[config.mk]
export PLATFORM = sky130hd
export DESIGN_NAME = pss_ctrl
export DESIGN_NICKNAME = d
export VERILOG_FILES = /design/src/hdl/pss_pkg.sv /design/src/hdl/pss_ctrl.sv
export SDC_FILE = /design/constraint.sdc
export NUM_CORES = 1
export LEC_CHECK = 0
export BUFFER_PORTS_ARGS = -buffer_cell sky130_fd_sc_hd__buf_2
export CORE_ASPECT_RATIO = 1.1
export CORE_MARGIN = 8
export CORE_UTILIZATION = 43
export DETAILED_ROUTE_END_ITERATION = 10
export MAX_ROUTING_LAYER = met4
export PLACE_DENSITY = 0.89
export SLEW_MARGIN = 15
export SYNTH_ARGS = -nofsm -noshare
export SYNTH_HDL_FRONTEND = slang
export SYNTH_SLANG_ARGS = --single-unit
[constraint.sdc]
create_clock -name i_clk -period 2.1 [get_ports i_clk]
set_input_delay 0.105 -clock i_clk [delete_from_list [all_inputs] [get_ports i_clk]]
set_output_delay 0.105 -clock i_clk [all_outputs]
set_load 0.05 [all_outputs]
[src/hdl/pss_pkg.sv]
// ----------------------------------------------------------------------------
// Plucked string synth package
// Constants, register codes and controller/datapath interface types.
// ----------------------------------------------------------------------------
package pss_pkg;

    // Default sizes.
    localparam int VOICES_DEF     = 10;
    localparam int MAX_LENGTH_DEF = 1024;

    // Configuration register map.
    localparam logic REG_NOISE_SEED = 1'b0;
    localparam logic [15:0] SEED_RESET = 16'd44257;

    // Noise generator constants.
    localparam logic [15:0] LFSR_TAPS  = 16'hB400;
    localparam logic [16:0] MOD_RECIP  = 17'd67076;   // ceil(2^27 / 2001)
    localparam logic [10:0] MOD_DIV    = 11'd2001;
    localparam logic [23:0] DIV_RECIP  = 24'd8589935; // ceil(2^30 / 125)
    localparam logic [22:0] NOISE_BIAS = 23'd125;
    localparam logic [16:0] NOISE_OFS  = 17'd16384;

    // Output mapping constants.
    localparam logic [34:0] ROUND_HALF = 35'd65536;
    localparam logic [31:0] CUBE_K     = 32'd3221225472; // 3 * 2^30
    localparam logic [6:0]  CLIP_FULL  = 7'd120;
    localparam logic [7:0]  DAC_MID    = 8'd128;
    localparam logic [15:0] SAT_LIMIT  = 16'd32768;

    // Commands from the controller to the datapath.
    typedef struct packed {
        logic load;
        logic pl_sel;
        logic nz_step;
        logic nz_mul1;
        logic nz_mod;
        logic nz_mul2;
        logic nz_wr;
        logic sm_p0;
        logic sm_p1;
        logic sm_p2;
        logic sm_rd;
        logic sm_wr;
        logic pl_fin;
        logic tk_voice;
        logic tk_skip;
        logic tk_a;
        logic tk_b;
        logic tk_wr;
        logic tk_sq;
        logic tk_cub;
        logic tk_out;
    } t_cmd;

    // Status from the datapath to the controller.
    typedef struct packed {
        logic is_pluck;
        logic active;
        logic last_voice;
        logic last_idx;
        logic last_pass;
        logic no_passes;
        logic out_free;
    } t_status;

endpackage

[src/hdl/pss_ctrl.sv]
// ----------------------------------------------------------------------------
// Plucked string synth controller
// Sequences pluck and tick transactions over the datapath.
// ----------------------------------------------------------------------------
module pss_ctrl (
    input  logic              i_clk,
    input  logic              i_rst_n,
    input  logic              i_in_valid,
    output logic              o_in_stall,
    input  pss_pkg::t_status  i_status,
    output pss_pkg::t_cmd     o_cmd
);
    import pss_pkg::*;

    localparam logic [4:0] S_IDLE    = 5'd0;
    localparam logic [4:0] S_DISP    = 5'd1;
    localparam logic [4:0] S_PL_SEL  = 5'd2;
    localparam logic [4:0] S_NZ_STEP = 5'd3;
    localparam logic [4:0] S_NZ_MUL1 = 5'd4;
    localparam logic [4:0] S_NZ_MOD  = 5'd5;
    localparam logic [4:0] S_NZ_MUL2 = 5'd6;
    localparam logic [4:0] S_NZ_WR   = 5'd7;
    localparam logic [4:0] S_SM_P0   = 5'd8;
    localparam logic [4:0] S_SM_P1   = 5'd9;
    localparam logic [4:0] S_SM_P2   = 5'd10;
    localparam logic [4:0] S_SM_RD   = 5'd11;
    localparam logic [4:0] S_SM_WR   = 5'd12;
    localparam logic [4:0] S_PL_FIN  = 5'd13;
    localparam logic [4:0] S_TK_VOX  = 5'd14;
    localparam logic [4:0] S_TK_A    = 5'd15;
    localparam logic [4:0] S_TK_B    = 5'd16;
    localparam logic [4:0] S_TK_WR   = 5'd17;
    localparam logic [4:0] S_TK_SQ   = 5'd18;
    localparam logic [4:0] S_TK_CUB  = 5'd19;
    localparam logic [4:0] S_TK_OUT  = 5'd20;

    logic [4:0] r_state;
    logic [4:0] n_state;

    // New transactions are taken only when idle.
    assign o_in_stall = (r_state != S_IDLE);

    // Next state and command decode.
    always_comb begin
        n_state = r_state;
        o_cmd   = '0;
        case (r_state)
            S_IDLE: begin
                if (i_in_valid) begin
                    o_cmd.load = 1'b1;
                    n_state    = S_DISP;
                end
            end
            S_DISP: begin
                n_state = i_status.is_pluck ? S_PL_SEL : S_TK_VOX;
            end
            S_PL_SEL: begin
                o_cmd.pl_sel = 1'b1;
                n_state      = S_NZ_STEP;
            end
            S_NZ_STEP: begin
                o_cmd.nz_step = 1'b1;
                n_state       = S_NZ_MUL1;
            end
            S_NZ_MUL1: begin
                o_cmd.nz_mul1 = 1'b1;
                n_state       = S_NZ_MOD;
            end
            S_NZ_MOD: begin
                o_cmd.nz_mod = 1'b1;
                n_state      = S_NZ_MUL2;
            end
            S_NZ_MUL2: begin
                o_cmd.nz_mul2 = 1'b1;
                n_state       = S_NZ_WR;
            end
            S_NZ_WR: begin
                o_cmd.nz_wr = 1'b1;
                if (!i_status.last_idx) begin
                    n_state = S_NZ_STEP;
                end else if (i_status.no_passes) begin
                    n_state = S_PL_FIN;
                end else begin
                    n_state = S_SM_P0;
                end
            end
            S_SM_P0: begin
                o_cmd.sm_p0 = 1'b1;
                n_state     = S_SM_P1;
            end
            S_SM_P1: begin
                o_cmd.sm_p1 = 1'b1;
                n_state     = S_SM_P2;
            end
            S_SM_P2: begin
                o_cmd.sm_p2 = 1'b1;
                n_state     = S_SM_RD;
            end
            S_SM_RD: begin
                o_cmd.sm_rd = 1'b1;
                n_state     = S_SM_WR;
            end
            S_SM_WR: begin
                o_cmd.sm_wr = 1'b1;
                if (!i_status.last_idx) begin
                    n_state = S_SM_RD;
                end else if (i_status.last_pass) begin
                    n_state = S_PL_FIN;
                end else begin
                    n_state = S_SM_P0;
                end
            end
            S_PL_FIN: begin
                o_cmd.pl_fin = 1'b1;
                n_state      = S_IDLE;
            end
            S_TK_VOX: begin
                if (i_status.active) begin
                    o_cmd.tk_voice = 1'b1;
                    n_state        = S_TK_A;
                end else if (i_status.last_voice) begin
                    n_state = S_TK_SQ;
                end else begin
                    o_cmd.tk_skip = 1'b1;
                end
            end
            S_TK_A: begin
                o_cmd.tk_a = 1'b1;
                n_state    = S_TK_B;
            end
            S_TK_B: begin
                o_cmd.tk_b = 1'b1;
                n_state    = S_TK_WR;
            end
            S_TK_WR: begin
                o_cmd.tk_wr = 1'b1;
                n_state     = i_status.last_voice ? S_TK_SQ : S_TK_VOX;
            end
            S_TK_SQ: begin
                o_cmd.tk_sq = 1'b1;
                n_state     = S_TK_CUB;
            end
            S_TK_CUB: begin
                o_cmd.tk_cub = 1'b1;
                n_state      = S_TK_OUT;
            end
            S_TK_OUT: begin
                if (i_status.out_free) begin
                    o_cmd.tk_out = 1'b1;
                    n_state      = S_IDLE;
                end
            end
            default: begin
                n_state = S_IDLE;
            end
        endcase
    end

    // State register.
    always_ff @(posedge i_clk) begin
        if (!i_rst_n) begin
            r_state <= S_IDLE;
        end else begin
            r_state <= n_state;
        end
    end

endmodule

==> impl_metrics.toml, run 1 <==
[timing]
slew_headroom = 0.617
period_needed_ns = 1.95
max_freq_ghz = 0.513
rsz0062_at_grt = "false"
drv_slew = 0
finalSetupViolations = 0
finalCritPeriodShare = 0.928
fin_setup_tns_ns = 0
fin_skew_ns = 0.00233
hold_viol = 0
setup_ws_ns = 0.151
worst_pin_slew_ns = 0.571

[yosys]
ys_ff_latch = 5
netlist_area_sq_um = 616
synth_top_cell_area_share = 0.163
netlist_instances = 91
synth_area_leader_cell = "dfxtp_1"
syn_avg_cell_area_sq_um = 6.76
synth_area_leaders = "dfxtp_1, nor2_1, nor3_1"
ys_types = 38
ys_seq_area_frac = 0.163
syn_nets = 101
synth_warnings = 0

[drt]
antenna_left = 0
drc = 0
vias_per_cell = 5.82
wire_per_inst_microns = 14.9
met2_length_microns = 912
first_pass_iters = 4
maxUsedRoutingLayer = "met4"
wl_met1_microns = 820
vias = 803
drt_iter0_markers = 42
wl_met3_microns = 277
finalWirelength_mm = 2.05

[place]
dp_hpwl_mm = 1.62
gp_congestion = 0.884
dp_slack_ns = 0.328
portBuffers = 31

[global_route]
antenna_found_initial = 0
grt_overflow = 0
grt_max_degree = 20
gr-usage-all-layers = 0.144
grt_first_pass_wirelength_mm = 3.35
grt_pass1_vias = 717

[setup_path]
worstPathMaxFanout = 12
cp_slowest_stage_delay_ns = 0.49
startpoint_type = "flop"
cpMaxStageDelayCell = "nor3_1"
crit_path_cell_trace = "buf_4 -> nor3_1 -> nor2b_1 -> buf_2"
required_ns = 2.00
crit_arrival_ns = 1.84
worst-setup-path-type = "reg -> out"
critPathCaptureType = "output port"

[final_layout]
largest_register_ffs = 5
nets = 133
nFillCells = 118
largest-register = "r_state"
syn_to_final_growth_pct = 33.1
reg.largest.list = "r_state x5"
antenna_cells = 0
layout-drive-gt1-share = 0.377

[floorplan]
die_area_sq_um = 2900
die-width_microns = 52.1
fp.dieH_microns = 55.7
ios = 32
num_rows = 14
initial_core_util = 0.456
core_area_sq_um = 1350

[clock_network]
clk_latency_ns = 0.23
cts_tree = "built"
htree_levels = 1
post_cts_buffers = 0
cts_buffers = 3
clockBufferDepth = 2
cts.sinks = 5
clkTransAtPathRegs_ns = 0.04
clockRootBuffer = "clkbuf_4"

[power_and_ir_drop]
p_leak_uw = 0.000404
switching_share = 0.578
p_int_uw = 399
power_frac_comb = 0.705
p_sw_uw = 547
power_density_nw_per_um2 = 1150
vdd_drop_max_mv = 0.708
pwr-share-seq = 0.183
pwr-share-clk = 0.111

[run_status]
outcome = "complete, no violations"

[run]
max_cap_violations = 0

[min_path]
min_path_type = "in -> reg"
-- power by group through the flow --
stage               sequential [uW]  combinational, uW  clock [uW]
global placement                171                649           0
floorplan                       147                527           0
global route                    180                709         123
detailed placement              172                660           0
finish                          173                667         105
CTS                             170                663         110
-- cell usage after synthesis (all sizes together) --
cell     instances
a211o            1
o31ai            1
xor2             1
buf              4
clkbuf           4
a21oi            5
or3b             3
o32ai            3
o21a             1
nand3            1
a31oi            1
and3b            1
nand2            3
o41ai            1
nor2b            4
o21ai            4
nor4b            1
a211oi           2
or4              1
and3             1
a41oi            1
nor2            13
and4             1
and2             1
inv              7
a21boi           1
o2111ai          1
nand2b           5
nand3b           2
dfxtp            5
maj3             1
nor4             1
nor3             9
-- layer usage --
layer,vias up,track usage
li1,390,-
met1,361,0.164
met2,48,0.213
met3,4,0.0615
met4,0,0.0570
met5,-,-
-- kinds of logic after synthesis --
| kind of cell | after synthesis | share of synthesized area |
|---|---|---|
| and+or+nand+nor | 47 | 0.433 |
| DFF | 5 | 0.163 |
| AOI/OAI and AO/OA | 22 | 0.266 |
| adders and majority gates | 1 | 0.0163 |
| buffers and inverters | 15 | 0.108 |
| xor gates and xnor gates | 1 | 0.0142 |
-- worst paths after layout --
kind	from	to	slack [ns]	cells past startpoint
max reg2reg	r_state[1]$_SDFFE_PN0P_	r_state[4]$_SDFFE_PN0P_	0.41	5
min reg2reg	r_state[4]$_SDFFE_PN0P_	r_state[4]$_SDFFE_PN0P_	0.69	2
max	r_state[1]$_SDFFE_PN0P_	o_cmd[9]	0.15	4
min	i_rst_n	r_state[1]$_SDFFE_PN0P_	0.10	2
-- critical path: cells and delay by family (launching register included) --
kind	cells	cell delay, ns
simple gates	2	0.81
buf+inv	2	0.49
flops	1	0.31
-- metrics by stage --
stage | utilization | power (uW) | hold WS, ns | cells | area (sq um)
floorplan | - | 675 | 0.223 | 91 | 627
global placement | 0.587 | 820 | 0.330 | 134 | 792
detailed placement | 0.587 | 832 | 0.341 | 134 | 792
CTS | 0.607 | 943 | 0.0988 | 138 | 818
global route | 0.608 | 1010 | 0.0931 | 138 | 820
finish | 0.608 | 946 | 0.103 | 138 | 820
-- layout make-up --
cell class / instances / area (sq um) / area share
multi-input cells: 71 / 460 / 0.562
repair buffers: 35 / 185 / 0.226
flip-flops and latches: 5 / 101 / 0.124
clock buffers: 4 / 26.3 / 0.0321
inverters: 7 / 26.3 / 0.0321
well taps: 16 / 20.0 / 0.0244
-- what timing repair did --
action / CTS / global route
hold buffers: 0 / 0
endpoints found under the setup margin: 0 / 1
resized for setup: 0 / 1
-- placed cells by master (no fill, tap or decap), types with 2 or more instances in the layout --
master and n:
a21oi_1 5, nand2_1 3, o21ai_0 4, dfxtp_1 4, inv_1 7, nor2_1 13
nor3_1 8, nor2b_1 4, o32ai_1 2, buf_2 31, buf_4 4, nand2b_1 5
nand3b_1 2, a211oi_1 2, clkbuf_4 3
Power figures use the tool's default switching activity.
==> run 2: changes to the inputs <==
--- a/config.mk
+++ b/config.mk
@@ -10,7 +10,6 @@
 export CORE_MARGIN = 8
 export CORE_UTILIZATION = 43
 export DETAILED_ROUTE_END_ITERATION = 10
-export MAX_ROUTING_LAYER = met4
 export PLACE_DENSITY = 0.89
 export SLEW_MARGIN = 15
 export SYNTH_ARGS = -nofsm -noshare
==> impl_metrics.toml, run 2 (synthesis results as in run 1) <==
[run_status]
outcome = "complete, no violations"

[timing]
period_needed_ns = 1.94
fin_setup_tns_ns = 0
drv_slew = 0
rsz0062_at_grt = "false"
finalCritPeriodShare = 0.926
hold_viol = 0
fin_skew_ns = 0.00222
slew_headroom = 0.622
finalSetupViolations = 0
worst_pin_slew_ns = 0.563
max_freq_ghz = 0.514

[final_layout]
nFillCells = 118
nets = 133
largest-register = "r_state"
reg.largest.list = "r_state x5"
final_common_cell = "buf_2"
antenna_cells = 0
syn_to_final_growth_pct = 33.1
largest_register_ffs = 5
layout_common_cells = "buf_2, nor2_1, nor3_1"
layout-drive-gt1-share = 0.377

[power_and_ir_drop]
power_density_nw_per_um2 = 1150
vdd_drop_max_mv = 0.710
fin_total_pwr_uw = 944
p_leak_uw = 0.000404

[clock_network]
cts.sinks = 5
clockBufferDepth = 2
cts_tree = "built"
htree_levels = 1
clockRootBuffer = "clkbuf_4"
clkTransAtPathRegs_ns = 0.04
hold_buffers = 0
cts_buffers = 3
clk_latency_ns = 0.23

[drt]
drt_iter0_markers = 42
antenna_left = 0
vias = 800
wire_per_inst_microns = 14.8
first_pass_iters = 5
finalWirelength_mm = 2.04
drc = 0
vias_per_cell = 5.80

[setup_path]
crit_arrival_ns = 1.84
rr_startpoint = "r_state[1]$_SDFFE_PN0P_"
r2r_end = "r_state[4]$_SDFFE_PN0P_"
reg2reg_depth = 5
crit_path_cell_trace = "buf_4 -> nor3_1 -> nor2b_1 -> buf_2"
critPathCaptureType = "output port"
critical-path-top-delay-family = "simple AND/OR/NAND/NOR gates"
worstPathMaxFanout = 12
required_ns = 2.00
cp-startpoint = "r_state[1]$_SDFFE_PN0P_"
cp_slowest_stage_delay_ns = 0.49
crit_buf_inv = 2
cpMaxStageDelayCell = "nor3_1"
rrSetupSlack_ns = 0.42
worst-setup-path-type = "reg -> out"
startpoint_type = "flop"

[floorplan]
core_area_sq_um = 1350
die-width_microns = 52.1
ios = 32
num_rows = 14
initial_core_util = 0.456
die_area_sq_um = 2900
fp.dieH_microns = 55.7

[global_route]
grt_max_degree = 20
gr-usage-all-layers = 0.140
grt_first_pass_wirelength_mm = 3.33
antenna_found_initial = 0
grt_pass1_vias = 720
grt_overflow = 0

[min_path]
hold-path-endpoint = "r_state[1]$_SDFFE_PN0P_"
hp-start = "i_rst_n"
holdPathStages = 2
min_path_type = "in -> reg"

[place]
gp_congestion = 0.870
dp_hpwl_mm = 1.62
portBuffers = 31

[run]
max_cap_violations = 0
run 2: layer usage:
metal / vias up / part of all wire / global-route usage
met3: 4 / 0.13 / 0.0615
li1: 391 / - / -
met5: - / 0 / 0
met1: 359 / 0.41 / 0.163
met4: 0 / 0.019 / 0.0570
met2: 46 / 0.44 / 0.215
run 2: how the worst max path moves through the flow:
stage,endpoint,cells past startpoint,slack (ns)
2_1_floorplan,o_cmd[4],4,0.02
3_3_place_gp,o_cmd[6],4,0.35
3_5_place_dp,o_cmd[6],4,0.33
4_1_cts,o_cmd[6],4,0.07
5_1_grt,o_cmd[9],4,0.08
6_report,o_cmd[9],4,0.16
run 2: area by class of cell:
| cell class | instances | area (sq um) | area share |
|---|---|---|---|
| sequential | 5 | 101 | 0.124 |
| multi-input combinational | 71 | 460 | 0.562 |
| timing repair buffer | 35 | 185 | 0.226 |
| clock buffer | 4 | 26.3 | 0.0321 |
| inverter | 7 | 26.3 | 0.0321 |
| tap | 16 | 20.0 | 0.0244 |
run 2: repair_timing:
item,CTS,global route
setup endpoints to repair,0,1
gates resized for setup,0,1
setup buffers,0,0
run 2: per-stage QoR:
| stage | area, sq um | utilization | hold WS, ns | instances | setup slack (ns) |
|---|---|---|---|---|---|
| 3_3_place_gp | 792 | 0.587 | 0.330 | 134 | 0.351 |
| 4_1_cts | 818 | 0.607 | 0.0988 | 138 | 0.0735 |
| 6_report | 820 | 0.608 | 0.102 | 138 | 0.155 |
| 3_5_place_dp | 792 | 0.587 | 0.341 | 134 | 0.328 |
| 5_1_grt | 820 | 0.608 | 0.0931 | 138 | 0.0758 |
| 2_1_floorplan | 627 | - | 0.223 | 91 | 0.0227 |
run 2: power breakdown:
part | internal (uW) | switching (uW) | total, uW
logic | 203 | 464 | 666
clock network | 71.5 | 34.3 | 106
registers | 125 | 47.6 | 172
